## src/sv/acmv_pkg.sv

```systemverilog
package acmv_pkg;

  localparam int unsigned BLOCK_BYTES = 16;
  localparam int unsigned AES_ROUNDS = 10;

  localparam logic [1:0] MODE_START  = 2'd0;
  localparam logic [1:0] MODE_ADD    = 2'd1;
  localparam logic [1:0] MODE_FINISH = 2'd2;
  localparam logic [1:0] MODE_UNUSED = 2'd3;

  localparam logic [1:0] CFG_KEY_LOW       = 2'd0;
  localparam logic [1:0] CFG_KEY_HIGH      = 2'd1;
  localparam logic [1:0] CFG_EXPECTED_LOW  = 2'd2;
  localparam logic [1:0] CFG_EXPECTED_HIGH = 2'd3;

  typedef struct packed {
    logic [1:0] mode;
    logic [7:0] data_byte;
  } in_item_t;

  typedef struct packed {
    logic        match;
    logic [31:0] byte_total;
    logic        key_present;
  } out_item_t;

  // queue head handed from the front to the back
  typedef struct packed {
    logic     valid;
    in_item_t item;
  } cmd_t;

  localparam logic [7:0] SBOX [256] = '{
    8'h63,8'h7c,8'h77,8'h7b,8'hf2,8'h6b,8'h6f,8'hc5,8'h30,8'h01,8'h67,8'h2b,8'hfe,8'hd7,8'hab,8'h76,
    8'hca,8'h82,8'hc9,8'h7d,8'hfa,8'h59,8'h47,8'hf0,8'had,8'hd4,8'ha2,8'haf,8'h9c,8'ha4,8'h72,8'hc0,
    8'hb7,8'hfd,8'h93,8'h26,8'h36,8'h3f,8'hf7,8'hcc,8'h34,8'ha5,8'he5,8'hf1,8'h71,8'hd8,8'h31,8'h15,
    8'h04,8'hc7,8'h23,8'hc3,8'h18,8'h96,8'h05,8'h9a,8'h07,8'h12,8'h80,8'he2,8'heb,8'h27,8'hb2,8'h75,
    8'h09,8'h83,8'h2c,8'h1a,8'h1b,8'h6e,8'h5a,8'ha0,8'h52,8'h3b,8'hd6,8'hb3,8'h29,8'he3,8'h2f,8'h84,
    8'h53,8'hd1,8'h00,8'hed,8'h20,8'hfc,8'hb1,8'h5b,8'h6a,8'hcb,8'hbe,8'h39,8'h4a,8'h4c,8'h58,8'hcf,
    8'hd0,8'hef,8'haa,8'hfb,8'h43,8'h4d,8'h33,8'h85,8'h45,8'hf9,8'h02,8'h7f,8'h50,8'h3c,8'h9f,8'ha8,
    8'h51,8'ha3,8'h40,8'h8f,8'h92,8'h9d,8'h38,8'hf5,8'hbc,8'hb6,8'hda,8'h21,8'h10,8'hff,8'hf3,8'hd2,
    8'hcd,8'h0c,8'h13,8'hec,8'h5f,8'h97,8'h44,8'h17,8'hc4,8'ha7,8'h7e,8'h3d,8'h64,8'h5d,8'h19,8'h73,
    8'h60,8'h81,8'h4f,8'hdc,8'h22,8'h2a,8'h90,8'h88,8'h46,8'hee,8'hb8,8'h14,8'hde,8'h5e,8'h0b,8'hdb,
    8'he0,8'h32,8'h3a,8'h0a,8'h49,8'h06,8'h24,8'h5c,8'hc2,8'hd3,8'hac,8'h62,8'h91,8'h95,8'he4,8'h79,
    8'he7,8'hc8,8'h37,8'h6d,8'h8d,8'hd5,8'h4e,8'ha9,8'h6c,8'h56,8'hf4,8'hea,8'h65,8'h7a,8'hae,8'h08,
    8'hba,8'h78,8'h25,8'h2e,8'h1c,8'ha6,8'hb4,8'hc6,8'he8,8'hdd,8'h74,8'h1f,8'h4b,8'hbd,8'h8b,8'h8a,
    8'h70,8'h3e,8'hb5,8'h66,8'h48,8'h03,8'hf6,8'h0e,8'h61,8'h35,8'h57,8'hb9,8'h86,8'hc1,8'h1d,8'h9e,
    8'he1,8'hf8,8'h98,8'h11,8'h69,8'hd9,8'h8e,8'h94,8'h9b,8'h1e,8'h87,8'he9,8'hce,8'h55,8'h28,8'hdf,
    8'h8c,8'ha1,8'h89,8'h0d,8'hbf,8'he6,8'h42,8'h68,8'h41,8'h99,8'h2d,8'h0f,8'hb0,8'h54,8'hbb,8'h16
  };

  function automatic logic [7:0] xtime(input logic [7:0] x);
    return {x[6:0], 1'b0} ^ (x[7] ? 8'h1b : 8'h00);
  endfunction

endpackage

```

## src/sv/acmv_front.sv

```systemverilog
module acmv_front #(
  parameter int unsigned DEPTH = 4
) (
  input  logic               clk,
  input  logic               rst,
  input  logic               push,
  output logic               full,
  input  acmv_pkg::in_item_t request,
  output acmv_pkg::cmd_t     cmd,
  input  logic               cmd_pop
);
  import acmv_pkg::*;

  localparam int unsigned PW = (DEPTH > 1) ? $clog2(DEPTH) : 1;
  localparam int unsigned CW = $clog2(DEPTH + 1);

  in_item_t        mem [DEPTH];
  logic [PW-1:0]   wr_ptr;
  logic [PW-1:0]   rd_ptr;
  logic [CW-1:0]   count;
  logic            do_push;
  logic            do_pop;

  assign full    = (count == CW'(DEPTH));
  assign do_push = push && !full;
  assign do_pop  = cmd_pop && (count != '0);

  assign cmd.valid = (count != '0);
  assign cmd.item  = mem[rd_ptr];

  // unused mode code is dropped here; the back never sees it
  always_ff @(posedge clk) begin
    if (do_push && request.mode != MODE_UNUSED) begin
      mem[wr_ptr] <= request;
    end
  end

  always_ff @(posedge clk) begin
    if (rst) begin
      wr_ptr <= '0;
      rd_ptr <= '0;
      count  <= '0;
    end else begin
      if (do_push && request.mode != MODE_UNUSED) begin
        wr_ptr <= (wr_ptr == PW'(DEPTH - 1)) ? '0 : wr_ptr + 1'b1;
      end
      if (do_pop) begin
        rd_ptr <= (rd_ptr == PW'(DEPTH - 1)) ? '0 : rd_ptr + 1'b1;
      end
      count <= count + CW'(do_push && request.mode != MODE_UNUSED) - CW'(do_pop);
    end
  end

endmodule

```

## config.mk

```make
export PLATFORM = sky130hd
export DESIGN_NAME = acmv_front
export DESIGN_NICKNAME = d
export VERILOG_FILES = /design/src/sv/acmv_pkg.sv /design/src/sv/acmv_front.sv
export SDC_FILE = /design/constraint.sdc
export NUM_CORES = 1
export LEC_CHECK = 0
export ABC_CLOCK_PERIOD_IN_PS = 2700
export BUFFER_PORTS_ARGS = -buffer_cell sky130_fd_sc_hd__buf_2
export CAP_MARGIN = 30
export CORE_ASPECT_RATIO = 1.2
export CORE_MARGIN = 2
export CORE_UTILIZATION = 56
export DETAILED_ROUTE_END_ITERATION = 10
export PLACE_DENSITY_LB_ADDON = 0.2
export RECOVER_POWER = 25
export SETUP_SLACK_MARGIN = 0.1
export SYNTH_ARGS = -nofsm -noshare
export SYNTH_HDL_FRONTEND = slang
export SYNTH_SLANG_ARGS = --single-unit
```

## constraint.sdc

```tcl
create_clock -name clk -period 2.7 [get_ports clk]
set_input_delay 0 -clock clk [delete_from_list [all_inputs] [get_ports clk]]
set_output_delay 0 -clock clk [all_outputs]
set_load 0.05 [all_outputs]
```

==> impl_metrics.tcl, run 1 <==
set metrics [dict create \
    run_status "finished, final reports clean" \
    first_iter_violations 23 \
    hold_violations 0 \
    drv_slew 0 \
    seq_area_frac_synth_pct 71.2 \
    vdd_ir_drop_max_mv 0.710 \
    layout-drive-gt1-share_pct 30.3 \
    place_area_um2 2090 \
    slew_headroom_pct 54.7 \
    synth_area_um2 1940 \
    wl_per_cell_um 16.0 \
    setup_violations 0 \
    fin_nets 166 \
    design_area_um2 2280 \
    synthCells 104 \
    pwr-share-seq_pct 48.2 \
    cts.clk_slew.worst_paths_ns 0.08 \
    wirelength_um 2910 \
    hp-class "input pin to register" \
    mostFrequentLayoutCells "edfxtp_1 (40), buf_2 (18), dlygate4sd3_1 (11), mux4_2 (10), clkbuf_1 (8)" \
    drt_first_pass_iters 6 \
    cts_made_buffers 5 \
    place.gp.congestion 0.752 \
    fin_crit_sh_pct 88.2 \
    overflow 0 \
    multi_input_area_um2 509 \
    fp.dieW_um 57.7 \
    final_common_cell "edfxtp_1" \
    antenna_found_initial 0 \
    synth_top_area_cell "edfxtp_1" \
    power.internal_mw 1.33 \
    p_switching_mw 0.719 \
    avgViaCountPerCell 5.41 \
    rows 23 \
    skew_ns 0.00304 \
    die-area_um2 3950 \
    clockBufferDepth 2 \
    cp_max_fo 7 \
    worstSetupStartpointType "register" \
    power_frac_comb_pct 32.4 \
    max_freq_ghz 0.420 \
    seqCellArea_um2 1380 \
    power_frac_clock_pct 19.5 \
    avgSynthCellArea_um2 18.6 \
    ant_nets 0 \
    io_buffers 25 \
    gr-usage-all-layers_pct 18.1 \
    drv_cap 0 \
    powerDensity_nw_per_um2 899 \
    drc 0 \
    diodes 0 \
    ys_seq_elements 49 \
    cts_sinks 49 \
    ios 26 \
    dp_hpwl_um 2020 \
    synthToLayoutAreaGrowth_pct 17.7 \
    worst_pin_slew_ns 0.678 \
    total_leakage_power_nw 0.842 \
    yosysWarnings 0 \
    synth_cell_types 26 \
    synthesis.nets 126 \
    vias 985 \
    critPathKind "register to register" \
    clock_latency_ns 0.29 \
    root_buffer "clkbuf_8" \
    swShare_pct 35.1 \
    period_needed_ns 2.38 \
    arrival_ns 2.59 \
    core_area_um2 3340 \
    die_y_um 68.5 \
    fillCellCount 230 \
    initial_core_util_pct 58.1 \
    grt_pass1_wl_um 4930 \
    htreeDepth 2 \
    endpoint_kind "register" \
    cts_tree "done" \
    rsz0062_at_grt "false" \
    worstPathRequired_ns 2.91 \
    yosys.area.top_type_share_pct 61.9 \
    post_cts_buffers 0 \
    grt_pass1_vias 1046 \
    grt_max_degree 15 \
    fin_tns_setup_ns 0 \
    synth_area_leaders "edfxtp_1 (62%), mux4_2 (12%), dfxtp_1 (9.3%)" \
]
routing by layer:
metal  GRT usage (%)  wire [µm]
met4            9.30         56
met2            30.3       1570
met1            21.3       1140
met5               0          0
met3            5.29        144
worst paths after layout:
path                   from        end  slack (ns)  cells past startpoint
setup / recovery   count[1]   count[2]        0.32                     11
hold / removal         push  wr_ptr[1]        0.12                      3
setup reg to reg   count[1]   count[2]        0.32                     11
hold reg to reg   rd_ptr[0]   register        0.51                      2
worst max-delay path, stage by stage, from the launching register on:
cell	delay, ns
dfxtp_2	0.36
or3b_1	0.40
and3_4	0.21
inv_1	0.06
ha_1	0.22
inv_1	0.06
ha_1	0.13
inv_1	0.04
fa_1	0.37
xor2_1	0.16
and2_1	0.16
nor3_1	0.13
per-stage QoR:
stage                     power, mW  setup WS [ns]  std cells  hold slack [ns]  utilization, %
after floorplan                1.52          0.376        104           0.0989               -
after global placement         1.64          0.364        163            0.210            62.6
after detailed placement       1.67          0.218        163            0.219            62.6
after CTS                      2.07          0.181        182            0.160            68.4
after global routing           2.17          0.105        182            0.113            68.4
final                          2.05          0.319        182            0.116            68.4
registers in the layout, indices dropped and copies added (netlist names), named ones only:
name	count
rd_ptr	2
mem	40
wr_ptr	2
count	3
timing repair:
action | 4_1_cts | 5_1_grt
hold buffers | 11 | 0
hold endpoints to repair | 45 | 0
resized for setup | 0 | 4
setup endpoints to repair | 0 | 1
power groups by stage:
stage	combinational [mW]	clock, mW	sequential (mW)
2_1_floorplan	0.568	0	0.953
3_3_place_gp	0.640	0	1.00
3_5_place_dp	0.656	0	1.01
4_1_cts	0.671	0.410	0.992
5_1_grt	0.721	0.444	1.01
6_report	0.664	0.399	0.988
final cells by class:
cell class | count | share of cell area [%]
Inverter | 7 | 1.15
Clock inverter | 2 | 0.439
Tap cell | 37 | 2.03
Multi-Input combinational cell | 44 | 22.3
Clock buffer | 6 | 3.18
Sequential cell | 49 | 60.6
Timing Repair Buffer | 37 | 10.3
cells in the mapped netlist, drive strengths merged:
master / count
nand2b: 2
mux2: 1
mux2i: 2
nor3: 2
inv: 7
ha: 7
and2: 5
xor2: 1
o31ai: 1
dfxtp: 9
edfxtp: 40
nor2: 4
nor2b: 1
or3: 2
or3b: 1
nand2: 2
mux4: 10
a21oi: 1
and3: 1
fa: 1
buf: 4
cells by family after synthesis:
group	Yosys count	synth area share, %
DFF	49	71.2
buffers and inverters	11	2.77
adders and majority gates	8	5.55
and+or+nand+nor	20	5.94
muxes	13	13.4
xor gates and xnor gates	1	0.452
AOI/OAI and AO/OA	2	0.645
(Power assumes the default switching activity.)
==> run 2: changes to the inputs <==
--- a/config.mk
+++ b/config.mk
@@ -13,7 +13,7 @@
 export CORE_UTILIZATION = 56
 export DETAILED_ROUTE_END_ITERATION = 10
 export PLACE_DENSITY_LB_ADDON = 0.2
-export RECOVER_POWER = 25
+export RECOVER_POWER = 50
 export SETUP_SLACK_MARGIN = 0.1
 export SYNTH_ARGS = -nofsm -noshare
 export SYNTH_HDL_FRONTEND = slang
==> impl_metrics.tcl, run 2 (synthesis results as in run 1) <==
set metrics [dict create \
    run_status "finished, final reports clean" \
    fin_nets 166 \
    grt_pass1_vias 1046 \
    die_y_um 68.5 \
    io_buffers 25 \
    root_buffer "clkbuf_8" \
    period_needed_ns 2.41 \
    powerDensity_nw_per_um2 899 \
    seqCellArea_um2 1380 \
    drc 0 \
    hp-class "input pin to register" \
    place.gp.congestion 0.752 \
    cp_max_fo 7 \
    clockBufferDepth 2 \
    reg_top3 "mem: 40 flops, count: 3 flops" \
    final_common_cell "edfxtp_1" \
    drv_slew 0 \
    cts_made_buffers 5 \
    worstPathRequired_ns 2.91 \
    hold_ws_ns 0.113 \
    grt_max_degree 15 \
    critPathKind "register to register" \
    largest_reg_flops 40 \
    ios 26 \
    worstSetupStartpointType "register" \
    gr-usage-all-layers_pct 18.1 \
    fin_util_pct 67.9 \
    setup_violations 0 \
    top_register "mem" \
    cts_sinks 49 \
    core_area_um2 3340 \
    drt_first_pass_iters 4 \
    dp_hpwl_um 2020 \
    clock_latency_ns 0.29 \
    total_leakage_power_nw 0.819 \
    initial_core_util_pct 58.1 \
    diodes 0 \
    skew_ns 0.00317 \
    hold_violations 0 \
    first_iter_violations 19 \
    wirelength_um 2920 \
    post_cts_buffers 0 \
    slew_headroom_pct 52.3 \
    htreeDepth 2 \
    antenna_found_initial 0 \
    rows 23 \
    vdd_ir_drop_max_mv 0.670 \
    fillCellCount 230 \
    fin_crit_sh_pct 89.2 \
    fin_tns_setup_ns 0 \
    endpoint_kind "register" \
    max_freq_ghz 0.415 \
    vias 983 \
    die-area_um2 3950 \
    grt_pass1_wl_um 4930 \
    power.total_mw 2.04 \
    fp.dieW_um 57.7 \
    cts.clk_slew.worst_paths_ns 0.08 \
    synthToLayoutAreaGrowth_pct 16.8 \
    avgViaCountPerCell 5.40 \
    layout-drive-gt1-share_pct 24.1 \
    cts_tree "done" \
    worst_pin_slew_ns 0.715 \
    wl_per_cell_um 16.0 \
    mostFrequentLayoutCells "edfxtp_1 (40), clkbuf_1 (14), buf_2 (13), dlygate4sd3_1 (11), mux4_2 (10)" \
    rsz0062_at_grt "false" \
    multi_input_area_um2 504 \
    arrival_ns 2.62 \
    ant_nets 0 \
    overflow 0 \
    drv_cap 0 \
]
[run 2: repair_timing]
action,in CTS,in global routing
gates resized for setup,0,4
endpoints found under the hold margin,45,0
hold buffers,11,0
setup endpoints to repair,0,1
[run 2: metal layers]
metal | part of all wire [%] | global-route usage [%] | up-vias
li1 | - | - | 474
met1 | 39 | 21.3 | 476
met2 | 54 | 30.3 | 27
met3 | 5.0 | 5.29 | 6
met4 | 1.8 | 9.30 | 0
met5 | 0 | 0 | -
[run 2: power by group]
group / switching [mW] / internal (mW) / leakage [nW] / total, mW
sequential: 0.0785 / 0.908 / 0.439 / 0.987
clock: 0.220 / 0.180 / 0.0450 / 0.399
combinational: 0.420 / 0.231 / 0.336 / 0.651
[run 2: path summary, 6_finish.rpt]
path	from	end	slack [ns]	depth (start not counted)
setup / recovery	count[1]	count[2]	0.29	11
hold / removal	push	wr_ptr[1]	0.11	3
setup reg to reg	count[1]	count[2]	0.29	11
hold reg to reg	rd_ptr[0]	register	0.51	2
[run 2: through the flow]
stage          cell area, µm²  std cells  worst slack [ns]
6_report                 2270        182             0.290
5_1_grt                  2270        182            0.0708
4_1_cts                  2280        182             0.181
3_5_place_dp             2090        163             0.218
3_3_place_gp             2090        163             0.364
2_1_floorplan            1940        104             0.376
[run 2: layout make-up]
cell class	count	share of cell area, %
clock buffer	6	3.20
clock inverter	2	0.442
inverter	7	1.16
multi-input combinational	44	22.3
sequential	49	61.0
tap	37	2.04
timing repair buffer	37	9.88
[run 2: worst max-delay path: stages, from the launching register on]
cell and delay, ns:
dfxtp_1 0.37, or3b_1 0.41, and3_4 0.21, inv_1 0.06
ha_1 0.22, inv_1 0.06, ha_1 0.13, inv_1 0.04
fa_1 0.37, xor2_1 0.16, and2_1 0.16, nor3_1 0.13
